==> config.mk <==
export PLATFORM = sky130hd
export DESIGN_NAME = one_shot_timer_bank
export DESIGN_NICKNAME = d
export VERILOG_FILES = /design/src/otb_pkg.sv /design/src/otb_ctrl.sv /design/src/otb_datapath.sv /design/src/one_shot_timer_bank.sv
export SDC_FILE = /design/constraint.sdc
export NUM_CORES = 1
export LEC_CHECK = 0
export BUFFER_PORTS_ARGS = -buffer_cell sky130_fd_sc_hd__clkbuf_2
export CORE_MARGIN = 1.5
export CORE_UTILIZATION = 40
export DETAILED_ROUTE_END_ITERATION = 7
export GPL_ROUTABILITY_DRIVEN = 0
export HOLD_SLACK_MARGIN = 0.05
export PLACE_DENSITY = 0.64
export SYNTH_ARGS = -nofsm -noshare
export SYNTH_HDL_FRONTEND = slang
export SYNTH_HIERARCHICAL = 1
export SYNTH_SLANG_ARGS = --single-unit
==> constraint.sdc <==
create_clock -name clk -period 13.23 [get_ports clk]
set_clock_uncertainty 0.15 [all_clocks]
set_input_delay 0.6615 -clock clk [delete_from_list [all_inputs] [get_ports clk]]
set_output_delay 0.6615 -clock clk [all_outputs]
set_load 0.05 [all_outputs]
==> src/otb_pkg.sv <==
// Shared types and constants for the one-shot timer bank.
package otb_pkg;

	localparam int SLOT_FIELD_RANGE = 8;
	localparam int SLOT_W           = 3;
	localparam int OP_W             = 3;
	localparam int STATUS_W         = 2;
	localparam int TICK_W           = 32;

	typedef enum logic [OP_W-1:0] {
		OP_CREATE  = 3'd0,
		OP_START   = 3'd1,
		OP_RESET   = 3'd2,
		OP_STOP    = 3'd3,
		OP_QUERY   = 3'd4,
		OP_PROCESS = 3'd5
	} op_t;

	typedef enum logic [STATUS_W-1:0] {
		ST_OK          = 2'd0,
		ST_FULL        = 2'd1,
		ST_NOT_CREATED = 2'd2,
		ST_NOT_ARMED   = 2'd3
	} status_t;

	// Commands from the controller to the datapath.
	typedef struct packed {
		logic load;
		logic exec;
		logic scan;
		logic flush;
	} ctl_cmd_t;

	// Status from the datapath to the controller.
	typedef struct packed {
		logic scan_end;
	} ctl_sts_t;

endpackage

==> src/otb_ctrl.sv <==
// Controller state machine of the one-shot timer bank.
module otb_ctrl (
	input  logic                   clk,
	input  logic                   arst_n,
	input  logic                   start,
	input  logic [otb_pkg::OP_W-1:0] operation,
	input  otb_pkg::ctl_sts_t      sts,
	output otb_pkg::ctl_cmd_t      cmd,
	output logic                   busy
);
	import otb_pkg::*;

	typedef enum logic [3:0] {
		S_IDLE  = 4'b0001,
		S_EXEC  = 4'b0010,
		S_SCAN  = 4'b0100,
		S_FLUSH = 4'b1000
	} state_t;

	state_t state_q;
	state_t state_d;

	assign busy = (state_q != S_IDLE);

	always_comb begin
		state_d   = state_q;
		cmd       = '0;
		unique case (state_q)
			S_IDLE: begin
				if (start) begin
					cmd.load = 1'b1;
					unique case (op_t'(operation)) inside
						OP_CREATE, OP_START, OP_RESET, OP_STOP, OP_QUERY: state_d = S_EXEC;
						OP_PROCESS: state_d = S_SCAN;
						default: state_d = S_IDLE;
					endcase
				end
			end
			S_EXEC: begin
				cmd.exec = 1'b1;
				state_d  = S_IDLE;
			end
			S_SCAN: begin
				cmd.scan = 1'b1;
				if (sts.scan_end) begin
					state_d = S_FLUSH;
				end
			end
			S_FLUSH: begin
				cmd.flush = 1'b1;
				state_d   = S_IDLE;
			end
			default: begin
				state_d = S_IDLE;
			end
		endcase
	end

	always_ff @(posedge clk or negedge arst_n) begin
		if (!arst_n) begin
			state_q <= S_IDLE;
		end else begin
			state_q <= state_d;
		end
	end

endmodule

==> src/otb_datapath.sv <==
// Slot table, expiry compare and result registers of the one-shot timer bank.
module otb_datapath #(
	parameter int NUM_SLOTS = 8
) (
	input  logic                          clk,
	input  logic                          arst_n,
	input  otb_pkg::ctl_cmd_t             cmd,
	output otb_pkg::ctl_sts_t             sts,
	input  logic [otb_pkg::OP_W-1:0]      operation,
	input  logic [otb_pkg::SLOT_W-1:0]    slot,
	input  logic [otb_pkg::TICK_W-1:0]    timeout,
	input  logic [otb_pkg::TICK_W-1:0]    now,
	output logic                          result_valid,
	output logic [otb_pkg::SLOT_W-1:0]    result_slot,
	output logic [otb_pkg::STATUS_W-1:0]  status,
	output logic                          armed,
	output logic                          expired,
	output logic                          last
);
	import otb_pkg::*;

	localparam int USABLE = (NUM_SLOTS < SLOT_FIELD_RANGE) ? NUM_SLOTS : SLOT_FIELD_RANGE;
	localparam int IDX_W  = (USABLE > 1) ? $clog2(USABLE) : 1;

	// Captured transaction.
	logic [OP_W-1:0]   op_q;
	logic [SLOT_W-1:0] slot_q;
	logic [TICK_W-1:0] tmo_q;
	logic [TICK_W-1:0] now_q;

	// Slot table.
	logic [USABLE-1:0] used_q;
	logic [USABLE-1:0] armed_q;
	logic [TICK_W-1:0] start_tick_q [USABLE];
	logic [TICK_W-1:0] timeout_q    [USABLE];

	// Scan position and the expiry held back until the next one is known.
	logic [IDX_W-1:0]  idx_q;
	logic              pend_vld_q;
	logic [IDX_W-1:0]  pend_slot_q;

	// Result registers.
	logic                result_valid_q;
	logic [SLOT_W-1:0]   result_slot_q;
	logic [STATUS_W-1:0] status_q;
	logic                armed_flag_q;
	logic                expired_q;
	logic                last_q;

	// Next-state and result decode.
	logic [USABLE-1:0]   used_d;
	logic [USABLE-1:0]   armed_d;
	logic                emit;
	logic [SLOT_W-1:0]   r_slot;
	status_t             r_status;
	logic                r_armed;
	logic                r_expired;
	logic                r_last;
	logic                wr_en;
	logic [IDX_W-1:0]    wr_idx;
	logic [TICK_W-1:0]   wr_start;
	logic [TICK_W-1:0]   wr_tmo;
	logic                wr_tmo_en;

	logic [IDX_W-1:0]    sidx;
	logic                in_rng;
	logic                slot_ok;
	logic [IDX_W-1:0]    free_idx;
	logic                full;
	logic [TICK_W-1:0]   elapsed;
	logic                hit;

	assign sidx    = slot_q[IDX_W-1:0];
	assign in_rng  = ({1'b0, slot_q} < 4'(USABLE));
	assign slot_ok = in_rng && used_q[sidx];
	assign full    = &used_q;

	// Lowest free slot.
	always_comb begin
		free_idx = '0;
		for (int i = USABLE - 1; i >= 0; i--) begin
			if (!used_q[i]) begin
				free_idx = IDX_W'(i);
			end
		end
	end

	assign elapsed      = now_q - start_tick_q[idx_q];
	assign hit          = used_q[idx_q] && armed_q[idx_q] && (elapsed >= timeout_q[idx_q]);
	assign sts.scan_end = (idx_q == IDX_W'(USABLE - 1));

	always_comb begin
		used_d    = used_q;
		armed_d   = armed_q;
		emit      = 1'b0;
		r_slot    = slot_q;
		r_status  = ST_OK;
		r_armed   = 1'b0;
		r_expired = 1'b0;
		r_last    = 1'b1;
		wr_en     = 1'b0;
		wr_tmo_en = 1'b0;
		wr_idx    = sidx;
		wr_start  = now_q;
		wr_tmo    = tmo_q;

		if (cmd.exec) begin
			emit = 1'b1;
			case (op_t'(op_q))
				OP_CREATE: begin
					if (full) begin
						r_slot   = '0;
						r_status = ST_FULL;
					end else begin
						r_slot            = SLOT_W'(free_idx);
						used_d[free_idx]  = 1'b1;
						armed_d[free_idx] = 1'b0;
						wr_en             = 1'b1;
						wr_tmo_en         = 1'b1;
						wr_idx            = free_idx;
						wr_start          = '0;
						wr_tmo            = '0;
					end
				end
				OP_START: begin
					if (!slot_ok) begin
						r_status = ST_NOT_CREATED;
					end else begin
						armed_d[sidx] = 1'b1;
						wr_en         = 1'b1;
						wr_tmo_en     = 1'b1;
						r_armed       = 1'b1;
					end
				end
				OP_RESET: begin
					if (!slot_ok) begin
						r_status = ST_NOT_CREATED;
					end else if (!armed_q[sidx]) begin
						r_status = ST_NOT_ARMED;
					end else begin
						wr_en   = 1'b1;
						r_armed = 1'b1;
					end
				end
				OP_STOP: begin
					if (!slot_ok) begin
						r_status = ST_NOT_CREATED;
					end else begin
						armed_d[sidx] = 1'b0;
					end
				end
				OP_QUERY: begin
					if (!slot_ok) begin
						r_status = ST_NOT_CREATED;
					end else begin
						r_armed = armed_q[sidx];
					end
				end
				default: begin
					emit = 1'b0;
				end
			endcase
		end

		// An expiry is only reported once the next one (or the end of the scan)
		// shows whether it is the final result of the transaction.
		if (cmd.scan && hit) begin
			armed_d[idx_q] = 1'b0;
			if (pend_vld_q) begin
				emit      = 1'b1;
				r_slot    = SLOT_W'(pend_slot_q);
				r_expired = 1'b1;
				r_last    = 1'b0;
			end
		end

		if (cmd.flush) begin
			emit = 1'b1;
			if (pend_vld_q) begin
				r_slot    = SLOT_W'(pend_slot_q);
				r_expired = 1'b1;
			end else begin
				r_slot = '0;
			end
		end
	end

	always_ff @(posedge clk or negedge arst_n) begin
		if (!arst_n) begin
			used_q         <= '0;
			armed_q        <= '0;
			idx_q          <= '0;
			pend_vld_q     <= 1'b0;
			result_valid_q <= 1'b0;
		end else begin
			used_q         <= used_d;
			armed_q        <= armed_d;
			result_valid_q <= emit;
			if (cmd.load || cmd.flush) begin
				idx_q      <= '0;
				pend_vld_q <= 1'b0;
			end else if (cmd.scan) begin
				idx_q <= idx_q + 1'b1;
				if (hit) begin
					pend_vld_q <= 1'b1;
				end
			end
		end
	end

	always_ff @(posedge clk) begin
		if (cmd.load) begin
			op_q   <= operation;
			slot_q <= slot;
			tmo_q  <= timeout;
			now_q  <= now;
		end
		if (cmd.scan && hit) begin
			pend_slot_q <= idx_q;
		end
		if (emit) begin
			result_slot_q <= r_slot;
			status_q      <= r_status;
			armed_flag_q  <= r_armed;
			expired_q     <= r_expired;
			last_q        <= r_last;
		end
	end

	always_ff @(posedge clk) begin
		if (wr_en) begin
			start_tick_q[wr_idx] <= wr_start;
		end
		if (wr_tmo_en) begin
			timeout_q[wr_idx] <= wr_tmo;
		end
	end

	assign result_valid = result_valid_q;
	assign result_slot  = result_slot_q;
	assign status       = status_q;
	assign armed        = armed_flag_q;
	assign expired      = expired_q;
	assign last         = last_q;

endmodule

==> src/one_shot_timer_bank.sv <==
// Top level of the one-shot timer bank: controller plus datapath.
// A command is taken when start is high and busy is low. Create, start, reset, stop and
// query give one result, which is registered in the execute state, and the bank is ready
// again once that state is left. Process walks the min(NUM_SLOTS, 8) slots of the table one
// slot per clock, keeping busy high through the walk and a final flush state, and delivers
// its results during the walk, each expiry reported once the next expiry or the end of the
// walk is found, ending with last set.
// Results appear for a single cycle with result_valid high; the receiver cannot stall them.
// Operation codes 6 and 7 are dropped without a result.
module one_shot_timer_bank #(
	parameter int NUM_SLOTS = 8
) (
	input  logic                          clk,
	input  logic                          arst_n,
	input  logic                          start,
	output logic                          busy,
	input  logic [otb_pkg::OP_W-1:0]      operation,
	input  logic [otb_pkg::SLOT_W-1:0]    slot,
	input  logic [otb_pkg::TICK_W-1:0]    timeout,
	input  logic [otb_pkg::TICK_W-1:0]    now,
	output logic                          result_valid,
	output logic [otb_pkg::SLOT_W-1:0]    result_slot,
	output logic [otb_pkg::STATUS_W-1:0]  status,
	output logic                          armed,
	output logic                          expired,
	output logic                          last
);
	import otb_pkg::*;

	ctl_cmd_t cmd;
	ctl_sts_t sts;

	otb_ctrl u_ctrl (
		.clk       (clk),
		.arst_n    (arst_n),
		.start     (start),
		.operation (operation),
		.sts       (sts),
		.cmd       (cmd),
		.busy      (busy)
	);

	otb_datapath #(
		.NUM_SLOTS (NUM_SLOTS)
	) u_datapath (
		.clk          (clk),
		.arst_n       (arst_n),
		.cmd          (cmd),
		.sts          (sts),
		.operation    (operation),
		.slot         (slot),
		.timeout      (timeout),
		.now          (now),
		.result_valid (result_valid),
		.result_slot  (result_slot),
		.status       (status),
		.armed        (armed),
		.expired      (expired),
		.last         (last)
	);

endmodule
# Word-level counts from Yosys, hierarchy flattened
# Memory sizes are Yosys's and may differ from the RTL's.
# Cells that the tools add are included.
[totals] regBits=106 ram_bits=512 input_bits=73 memories=2
[op_classes] addsub=2 order_cmp=7 eq_ne=17 mux=87 bitwise_logic=9 reduce_logical=18
[mem_list] memory="u_datapath.start_tick_q" depth=8 word_bits=32 read_ports=1 rd_clocked_by_memory_dff=0 wr=1 line_no="otb_datapath.sv:34" rtl="logic [TICK_W-1:0] start_tick_q [USABLE];"
[mem_list] memory="u_datapath.timeout_q" depth=8 word_bits=32 read_ports=1 rd_clocked_by_memory_dff=0 wr=1 line_no="otb_datapath.sv:35" rtl="logic [TICK_W-1:0] timeout_q [USABLE];"
[ops] op="$mux W32" count=6
[ops] op="$mux W3" count=20
[ops] op="$mux W8" count=5
[ops] op="$mux W1" count=37
[ops] op="$ge A32 B32 Y1" count=1
[ops] op="$sub A32 B32 Y32" count=1
[ops] op="$and A8 B8 Y8" count=3
[ops] op="$not A8 Y8" count=3
[ops] op="$pmux W8 S3" count=1
[ops] op="$or A8 B8 Y8" count=2
[ops] op="$bmux W1 S3" count=4
[ops] op="$eq A3 B2 Y1 const B" count=4
[ops] op="$eq A3 B3 Y1 const B" count=4
[ops] op="$lt A3 B4 Y1 const B" count=3
[ops] op="$reduce_or A5 Y1" count=2
[ops] op="$demux W1 S3" count=3
[ops] op="$ge A3 B1 Y1 const B" count=3
[ops] op="$mux W4" count=2
[ops] op="$pmux W4 S2" count=1
[ops] op="$reduce_and A8 Y1" count=1
[ops] op="$eq A3 B1 Y1 const B" count=2
[ops] op="$logic_and A1 B1 Y1" count=6
[ops] op="$logic_not A3 Y1" count=2
[ops] op="$mux W2" count=3
[ops] op="17 further kinds" count=21

# Depth between registers and ports, before layout
# Gate-level depths: netlist (run 1).
[depth] ltp_word=19 ltp_mapped=28 depth_no_buf=24

# Cells and area by module
# The synthesis (run 1) kept the hierarchy.
[modules_own_cells] module="otb_datapath" instances=1 cells_each=1587 area_per_inst_um2=25114.1
[modules_own_cells] module="otb_ctrl" instances=1 cells_each=19 area_per_inst_um2=221.5

# Least setup slack after synthesis (run 1)
# No wires, ideal clock.
[synth_path] path_kind="reg2reg" startpoint="reg u_datapath.idx_q[1]" endpoint="reg u_datapath.armed_flag_q (netlist: u_datapath/armed), enable pin" setup_ns=0.303 arrival_time_ns=5.651 t_required_ns=12.777 path_slack_ns=7.127 stages_incl_launch_ff=28 period_less_slack_ns=6.103 cell_sequence="dfrtp_1 > and2_1 > nor2b_1 > clkbuf_1 > clkbuf_1 > clkbuf_1 > a22oi_1 > nand4_1 > ha_1 > inv_1 > fa_1 > a211oi_2 > o21ai_2 > o221a_1 > a311o_1 > a21oi_1 > o21ai_0 > a31oi_1 > xnor2_1 > ha_1 > a21o_1 > a21o_1 > a21oi_1 > o21a_1 > nor2_1 > a21oi_1 > o31a_1 > nand2_1"
[synth_via] elab_chain_cells=7 word_cells_on_any_way=13 cone_classes="add/sub: 1; order compare: 1; mux: 6; reduce/logical: 3; memory: 2"
[synth_rtl] element="start: declaration" line_no="otb_datapath.sv:38" rtl="logic [IDX_W-1:0] idx_q;"
[synth_rtl] element="start signal: assignment" line_no="otb_datapath.sv:203" rtl="idx_q <= idx_q + 1'b1;"
[synth_rtl] element="$mem_v2 Z8 W32 or $bmux W1 S3 (tied branches)"
[synth_rtl] element="$sub A32 B32 Y32 or $mux W1 (tied branches)" line_no="otb_datapath.sv:88, otb_datapath.sv:89"
[synth_rtl] element="$ge A32 B32 Y1 or $logic_and A1 B1 Y1 (tied branches)" line_no="otb_datapath.sv:89" rtl="assign hit = used_q[idx_q] && armed_q[idx_q] && (elapsed >= timeout_q[idx_q]);"
[synth_rtl] element="$logic_and A1 B1 Y1 *" line_no="otb_datapath.sv:89"
[synth_rtl] element="$logic_and A1 B1 Y1 *" line_no="otb_datapath.sv:167" rtl="if (cmd.scan && hit) begin"
[synth_rtl] element="$mux W1 *" line_no="otb_datapath.sv:167"
[synth_rtl] element="$mux W1 *" line_no="otb_datapath.sv:177" rtl="if (cmd.flush) begin"
[synth_rtl] element="named net u_datapath.emit" line_no="otb_datapath.sv:53" rtl="logic emit;"
[synth_rtl] element="end signal: assignment" line_no="otb_datapath.sv:224" rtl="armed_flag_q <= r_armed;"
[synth_rtl] element="end: declaration" line_no="otb_datapath.sv:46" rtl="logic armed_flag_q;"
# The timed path passes the listed nets; every way through them passes the cells marked *. The select of a mux whose other input is x is not followed.
# A chain may end at the register's enable or synchronous reset.

# Worst setup path in the final report (run 1)
[layout_path] startpoint="reg u_datapath.idx_q[2]" endpoint="reg u_datapath.result_slot_q[1] (netlist: u_datapath/result_slot[1]), enable pin"
[layout_via] elab_chain_cells=7 word_cells_on_any_way=13 cone_classes="add/sub: 1; order compare: 1; mux: 6; reduce/logical: 3; memory: 2"
[layout_rtl] element="$mem_v2 Z8 W32 or $bmux W1 S3 (tied branches)"
[layout_rtl] element="$sub A32 B32 Y32 or $mux W1 (tied branches)" line_no="otb_datapath.sv:88, otb_datapath.sv:89"
[layout_rtl] element="$ge A32 B32 Y1 or $logic_and A1 B1 Y1 (tied branches)" line_no="otb_datapath.sv:89"
[layout_rtl] element="$logic_and A1 B1 Y1 *" line_no="otb_datapath.sv:89"
[layout_rtl] element="$logic_and A1 B1 Y1 *" line_no="otb_datapath.sv:167"
[layout_rtl] element="$mux W1 *" line_no="otb_datapath.sv:167"
[layout_rtl] element="$mux W1 *" line_no="otb_datapath.sv:177"
[layout_rtl] element="named net u_datapath.emit" line_no="otb_datapath.sv:53"
[layout_rtl] element="end signal: assignment" line_no="otb_datapath.sv:222" rtl="result_slot_q <= r_slot;"
[layout_rtl] element="end: declaration" line_no="otb_datapath.sv:44" rtl="logic [SLOT_W-1:0] result_slot_q;"
# Marks and branches as above.

==> results.md, run 1 <==
- The flow ran to the end, and the final reports show no timing, DRC or antenna violations.
- The internal power component is 3530 µW.
- The initial core utilization is 40.3%.
- The worst-case clock buffer depth is 3.
- Sequential elements use 72.8% of the synthesized area.
- The global-route wire length before repair is 94100 µm.
- The adder and majority gate portion of the synthesized area is 3.34%.
- The mapped netlist covers 25300 µm².
- The worst reg-to-reg setup slack is 5740 ps.
- On the worst path, the slowest cell contributes a delay of 680 ps.
- The first routing iteration left 1504 violations.
- After synthesis, the largest family of logic cells by area is compound AO/OA/AOI/OAI gates.
- The simple-gate area share of the yosys netlist is 7.29%.
- When the netlist entered floorplanning its net count stood at 1746.
- The number of diodes is 0.
- The routed wire length is 63200 µm.
- Dividing total power by cell area gives a power density of 160 nW/µm².
- The x dimension of the die is 255 µm.
- Summing the areas of all xor and xnor instances in the mapped netlist gives 1.00% of the synthesized area.
- The switching part of the total is 25.6%.
- The yosys synthesis warning count is 6.
- The top flip-flop cell by instance count after synthesis is edfxtp_1.
- The height of the chip is 255 µm.
- Of the total power, the clock network draws 36.5%.
- The clock net in this run drives a total of 618 sinks.
- Once detailed placement completed, the half-perimeter wirelength came to 35800 µm.
- The count of nets left with antenna violations once routing finished came out at 0.
- The data required time at the worst endpoint is 13390 ps.
- The total routing resource utilization after global routing is 19.5%.
- The startpoint identified for the worst register-to-register timing path is u_datapath/idx_q[2].
- The filler cells instantiated in the layout total 5376.
- The post-synthesis sequential element count is 618.
- The smallest clock period supported by the final layout is computed as 7490 ps.
- The post-cts sizing count is 0.
- The maximum number of pins on one net before global-route repair is 75.
- The remaining global-route overflow is 0.
- The worst setup path is launched from a flop.
- The largest fanout of any net on the critical path is 39.
- The number of hold-slack violations in the final timing report came to 0.
- In the routed layout, each cell is associated on average with a via count of 5.72.
- The actual transition at the worst max-transition pin is 1300 ps.
- The number of buffer cells added on primary ports is 82.
- The worst setup path is captured at a flop.
- The path category of the worst min-delay check is in2reg.
- The beginning of the critical path is u_datapath/idx_q[2].
- The CTS buffer count is 61.
- The final-stage net count is 1913.
- The capture point of the worst reg-to-reg path is u_datapath/result_slot[1].
- The number of antenna violations at the first check in global routing is 0.
- The number of distinct library cell variants in the gate-level netlist after synthesis is 78.
- The cell chosen for the clock root is clkbuf_16.
- Summing the areas of all compound-gate instances in the mapped netlist gives 13.1% of the synthesized area.
- The mean routed wirelength per cell is 23.7 µm.
- The worst reg-to-reg path cell count is 24.
- TritonCTS built the clock tree.
- The tool flagged a number of max-cap violations equal to 0.
- Combinational logic burns 14.6% of the power.
- Row generation in the floorplan step produced 92 rows.
- The synthesized instance count is 1606.
- For this run, asynchronously set or reset flops after synthesis account for 4.05%.
- In this run, synthesis inferred 593 flip-flops with an integrated enable.
- Averaged over all synthesized cells, the footprint is 15.8 µm².
- Setup violations remaining at the end of the flow were counted as 0.
- The static power due to leakage is 0.00986 µW.
- The critical path goes through buf_4 -> and3_2 -> buf_4 -> a22o_1 -> a221oi_1 -> and3_1 -> fa_1 -> a211oi_2 -> o21ai_2 -> o221a_1 -> a311o_1 -> a21oi_1 -> o21ai_0 -> a31oi_1 -> xnor2_1 -> ha_1 -> a21o_1 -> a21o_1 -> a21oi_1 -> o21a_1 -> nor2_1 -> a21oi_1 -> o31a_1 -> nand2_1.
- The worst-case IR drop observed on VDD is 0.123 mV.
- In this design, the critical path's most frequently occurring cell is a21oi_1.
- In this run the number of H-tree levels came out at 2.
- The die covers 64900 µm².
- The startpoint identified for the worst hold timing path is timeout[0].
- In this run the power spent charging and discharging nets is 1220 µW.
- Cells with a size suffix above 1 make up 14.5% of the layout.
- The share of total power dissipated in sequential elements is 48.9%.
- From synthesis to final layout, the design area changed by 17.0%.
- Based on the critical path, the design can be clocked at up to 133 MHz.
- The number of max-slew violations in the final report came to 0.
- The region available for standard cell placement spans 62900 µm².
- Setup total negative slack on the finished layout was measured at 0 ps.
- The utilization of the core after routing is 47.2%.
- The endpoint of the most critical setup path is u_datapath/result_slot[1].
- For this design the top-level I/O count stands at 83.
- For this run, design rule violations remaining after detail routing come to 0.
- The via count is 15260.
- Before antenna repair, the detailed router went through 5 iterations.
- At the worst endpoint, the arrival time is 7650 ps.
- Clock latency on the worst-skew pair, taken at its later pin, is 660 ps.
- After clock tree synthesis, the clock-pin slew on the worst setup and hold paths is 60 ps.
- The share of synthesized area spent on multiplexers is 0.963%.
- The kind of critical path is reg2reg.
- The worst-path cell with the longest stage delay is and3_2.
- The via count of the first global-routing pass was 15034.
- After layout, the worst path uses 56.6% of the clock period.
- Setup repair after global routing left no endpoint under its margin.
- The worst pin sits at a relative slew slack of 12.9%.
-- Yosys cell counts (all sizes together), types with 13 or more instances --
cell type | instances | area, µm²
edfxtp | 593 | 17800
inv | 24 | 90.1
clkbuf | 60 | 225
nand2 | 40 | 150
nand2b | 13 | 81.3
xnor2 | 24 | 210
nor3 | 13 | 65.1
a21oi | 69 | 349
nor2 | 63 | 236
a22oi | 191 | 1430
dfrtp | 24 | 601
a22o | 30 | 264
ha | 66 | 826
a221oi | 26 | 228
and3 | 31 | 194
buf | 20 | 80.1
o21ai | 23 | 119
and4 | 32 | 280
and2 | 70 | 438
a21o | 29 | 220
-- cell type report --
class / count / area [µm²] / area share (%)
Timing Repair Buffer: 184 / 1340 / 4.53
Multi-Input combinational cell: 884 / 6680 / 22.5
Tap cell: 846 / 1060 / 3.57
Clock inverter: 41 / 440 / 1.49
Clock buffer: 73 / 1590 / 5.37
Inverter: 24 / 92.6 / 0.312
Sequential cell: 618 / 18400 / 62.2
-- critical path, delay by kind of cell, from the launching register on --
family                     cells  cell delay (ps)
xor gates and xnor gates       1               90
AOI/OAI and AO/OA             15             3560
DFF                            1              430
buffers and inverters          2             1000
and+or+nand+nor                4             1260
adders and majority gates      2              620
-- placed cells by master, fill, tap and decap left out, drive strengths merged, types with 11 or more instances in the layout --
cell         synthesis  final
a211oi              11     11
a21o                29     29
a21oi               69     69
a221oi              26     26
a22o                30     30
a22oi              191    191
and2                70     70
and3                31     31
and4                32     32
buf                 20     35
clkbuf              60    155
clkinv               0     28
dfrtp               24     24
dlygate4sd3          0     67
edfxtp             593    593
ha                  66     66
inv                 24     25
mux2i               12     12
nand2               40     40
nand2b              13     13
nand3               12     12
nor2                63     63
nor3                13     13
o211ai              11     11
o21ai               23     23
xnor2               24     24
-- power by group through the flow --
stage          Combinational (µW)  Sequential [µW]  Clock, µW
6_report                      691             2320       1730
5_1_grt                       761             2320       1850
4_1_cts                       687             2320       1770
3_5_place_dp                  666             2360          0
3_3_place_gp                  646             2360          0
2_1_floorplan                 478             2330          0
-- worst min-delay path by stage --
stage                                      end  cells past startpoint
after floorplan              u_ctrl/state_q[1]                      0
after global placement    u_datapath/used_q[7]                      1
after detailed placement  u_datapath/used_q[7]                      1
after CTS                 u_datapath/now_q[23]                      1
after global routing      u_datapath/now_q[23]                      1
final                      u_datapath/tmo_q[0]                      1
-- cells by family (layout without fill, tap and decap cells) --
kind of cell / after synthesis / in the layout
AOI/OAI and AO/OA: 450 / 450
xor gates and xnor gates: 29 / 29
and+or+nand+nor: 319 / 319
muxes: 19 / 19
buffers and inverters: 104 / 322
adders and majority gates: 67 / 67
DFF: 618 / 618
-- per-stage QoR --
| step | area [µm²] | cells | setup slack, ps | hold slack, ps | total power [µW] |
|---|---|---|---|---|---|
| after detailed placement | 26900 | 2489 | 5860 | 379 | 3030 |
| after floorplan | 25300 | 1606 | 7130 | 216 | 2810 |
| after global routing | 29600 | 2670 | 5400 | 60.3 | 4930 |
| after CTS | 29600 | 2670 | 5820 | 50.4 | 4780 |
| final | 29600 | 2670 | 5740 | 74.8 | 4750 |
| after global placement | 26900 | 2489 | 5990 | 376 | 3010 |
-- what timing repair did --
| action | in CTS | in global routing |
|---|---|---|
| endpoints found under the hold margin | 90 | 0 |
| hold buffers | 67 | 0 |
| setup buffers | 0 | 0 |
-- sequential cells by signal (all words and copies together), names as in the netlist, 4 cells and up --
| signal | flops |
|---|---|
| u_ctrl/state_q | 4 |
| u_datapath/armed_q | 8 |
| u_datapath/now_q | 32 |
| u_datapath/start_tick_q | 256 |
| u_datapath/timeout_q | 256 |
| u_datapath/tmo_q | 32 |
| u_datapath/used_q | 8 |
-- metal layers --
metal	track usage (%)	part of all wire, %
met1	26.8	43
met2	32.3	48
met3	2.86	6.7
met4	5.60	2.3
met5	0	0
Power figures use the tool's default switching activity.
==> run 2: changes to the inputs <==
PLACE_DENSITY = 0.66   (was 0.64)
clock period = 6.7 ns   (was 13.23 ns; I/O delays follow)
==> run 2 against run 1 <==
First-iteration DRC count increased by 16%. Total power increased by 100%. Combinational power increased by 100%. Cell count increased by 1.2%. Cell area increased by 0.95%. Routed wire length increased by 2.8%. Hold slack improved by 87 ps. Via count increased by 1.3%. Register-to-register slack got worse by 5300 ps. Die area unchanged. Critical path depth decreased by 2. Largest power group unchanged.
==> results.md, run 2 (synthesized netlist as in run 1, its figures left out) <==
- The number of max-slew violations in the final report is 0.
- The core area is 62900 µm².
- Headroom to the max-slew limit came out at 20.1%.
- The number of hold-slack violations in the final timing report is 0.
- The share of total power dissipated in sequential elements is 48.4%.
- The largest fanout of any net on the critical path is 58.
- The startpoint identified for the worst register-to-register timing path is u_datapath/idx_q[1].
- The total power consumption of the routed design is 9470 µW.
- Across every metal layer, demand over resource in global routing totals 20.2%.
- The run finished with clean final reports.
- The length of the first detailed-routing pass in iterations is 5.
- The global-route wire length before repair is 97100 µm.
- The clock tree from TritonCTS is done.
- During placement, the flow inserted port buffers numbering 82.
- The cell chosen for the clock root is clkbuf_16.
- The delay contributed by the slowest stage of the critical path is 480 ps.
- The number of antenna violations at the first check in global routing is 2.
- The signal on the critical path passes through buf_4 -> nor3_2 -> buf_12 -> a22o_1 -> a221oi_1 -> and3_1 -> ha_1 -> a211o_1 -> a21oi_1 -> a211oi_1 -> or3_1 -> a211oi_1 -> o21ai_0 -> nand2_1 -> xnor2_1 -> ha_1 -> a21o_1 -> a21o_1 -> a21o_1 -> nor3_1 -> a2111oi_4 -> a22o_1.
- The total overflow left after global routing is 0.
- The initial core utilization is 40.3%.
- The fraction of layout cells with a size suffix above 1 is 15.4%.
- The signed area change from the synthesized netlist to the final layout is 18.1%.
- The most numerous cell on the critical path is a21o_1.
- After the last flow step, the layout net total stands at 1942.
- The most common cell after layout, fill and taps aside is edfxtp_1.
- The x dimension of the die is 255 µm.
- The die footprint is 64900 µm².
- The actual transition at the worst max-transition pin is 1190 ps.
- The switching part of the total is 26.2%.
- The static power due to leakage is 0.0100 µW.
- The H-tree depth is 3.
- In the layout the commonest cells are edfxtp_1 (593), a22oi_1 (191), clkbuf_2 (82).
- The critical path in this run is classified as reg2reg.
- Entering global routing, the biggest net connects 69 pins.
- The via count of the first global-routing pass came to 15560.
- Dividing total power by cell area gives a power density of 317 nW/µm².
- Among all stages on the critical path, the largest delay is contributed by a211oi_1.
- The worst IR drop on VDD is 0.196 mV.
- The initial DRC count is 1749.
- After routing the design area is 29900 µm².
- Once detailed placement completed, the half-perimeter wirelength came to 39400 µm.
- The internal power component is 6990 µW.
- For flop-to-flop paths, the worst setup slack is 400 ps.
- After detailed placement, the total cell area comes to 27100 µm².
- The capture point of the worst reg-to-reg path is u_datapath/result_slot[1].
- The routed wire length is 64900 µm.
- The worst reg-to-reg path cell count is 22.
- In this run the count of I/O pins placed on the die edge is 83.
- The logic gate share of total power is 14.7%.
- The worst setup slack before clock tree synthesis is 275 ps.
- The detailed route wirelength on metal2 is 31300 µm.
- Setup repair after global routing left no endpoint under its margin.
- After detailed routing, the average wire length per cell comes to 24.0 µm.
- The tool flagged a number of max-cap violations equal to 0.
- The path category of the worst min-delay check is in2async.
- The portion of total power attributed to the clock network is 36.8%.
- The switching power is 2480 µW.
- The uppermost signal routing layer after detailed routing is met4.
- The worst setup path is captured at a flop.
- Cells fill 47.6% of the core in the end.
- Static timing analysis puts the maximum clock frequency at 159 MHz.
- After clock tree synthesis, the clock-pin slew on the worst setup and hold paths is 60 ps.
- STA classifies the critical path startpoint as a flop.
- The routed design could run at a clock period as short as 6300 ps.
- The sink count of the clock tree is 618.
- The data required time at the worst endpoint is 6890 ps.
- The height of the chip is 255 µm.
- The via count is 15464.
- In the final layout, the registers with the most flip-flops are u_datapath/start_tick_q: 256 flops, u_datapath/timeout_q: 256 flops.
- The data arrival time at the worst-slack endpoint is 6490 ps.
- The post-route clock period utilization is 94.0%.
- The worst path setup slack after routing is 402 ps.
- For the final routed database, the setup TNS stands at 0 ps.
- The number of nets with antenna violations after routing is 0.
- After detailed routing, the number of remaining DRC violations is 0.
- After detailed routing, the met3 layer carries 4810 µm of wire.
- Buffers inserted during clock tree synthesis total 67.
- Row generation in the floorplan step produced 92 rows.
- For this block, wires on met1 add up to 27100 µm.
- The mean number of vias per cell is 5.72.
- The final setup violation count is 0.
- Clock latency on the worst-skew pair, taken at its later pin, is 630 ps.
- The clock passes through at most 3 buffers.
-- run 2: cell types whose count changed in the layout (fill, tap and decap cells not counted), moves of 2 or more --
cell and change:
inv_6 +2, buf_4 +15, clkinv_1 -2, clkinv_4 +2, clkinvlp_4 -5, dlygate4sd3_1 +6, bufinv_16 -5, buf_12 +2
clkbuf_16 +6, clkbuf_1 +10, clkbuf_8 -2, inv_16 +4
-- run 2: what timing repair did --
| action | CTS | global route |
|---|---|---|
| resized for setup | 0 | 3 |
| setup endpoints to repair | 0 | 10 |
| hold buffers | 73 | 0 |
| endpoints found under the hold margin | 97 | 0 |
| buffers inserted | 0 | 0 |
-- run 2: metrics by stage --
step / hold WS [ps] / std cells
after floorplan: -111 / 1606
after global placement: 264 / 2506
after detailed placement: 276 / 2506
after CTS: 179 / 2701
after global routing: 222 / 2701
final: 162 / 2702
-- run 2: worst max-delay path: cells and delay by family (launching register included) --
kind,cells,cell delay [ps]
compound gates,12,2700
simple gates,5,1300
flops,1,430
xor+xnor,1,160
fa+ha+maj,2,640
buf+inv,2,630
-- run 2: layout make-up --
class,instances,area (µm²)
multi-input combinational,884,6680
inverter,24,91.3
tap,846,1060
clock inverter,35,339
fill,5345,32900
antenna,1,2.50
clock buffer,87,1750
timing repair buffer,207,1560
sequential,618,18400
-- run 2: layer usage --
layer | GRT usage [%] | vias to the layer above
met5 | 0 | -
met4 | 6.36 | 0
met3 | 3.47 | 111
met2 | 33.9 | 684
met1 | 26.9 | 7773
li1 | - | 6896
-- run 2: worst max path at each step --
stage,start,end,slack [ps],depth (start not counted)
after floorplan,u_datapath/idx_q[1],u_datapath/armed,600,27
after global placement,u_datapath/idx_q[0],u_datapath/armed,450,24
after detailed placement,u_datapath/idx_q[0],u_datapath/armed,280,25
after CTS,u_datapath/idx_q[0],u_datapath/armed,210,25
after global routing,u_datapath/idx_q[1],u_datapath/status[1],90,25
final,u_datapath/idx_q[1],u_datapath/result_slot[1],400,22
-- run 2: power by group through the flow --
| stage | logic, µW | registers, µW | clock network, µW |
|---|---|---|---|
| finish | 1400 | 4590 | 3490 |
| global route | 1540 | 4600 | 3710 |
| CTS | 1380 | 4590 | 3560 |
| detailed placement | 1340 | 4670 | 0 |
| global placement | 1290 | 4670 | 0 |
| floorplan | 943 | 4610 | 0 |
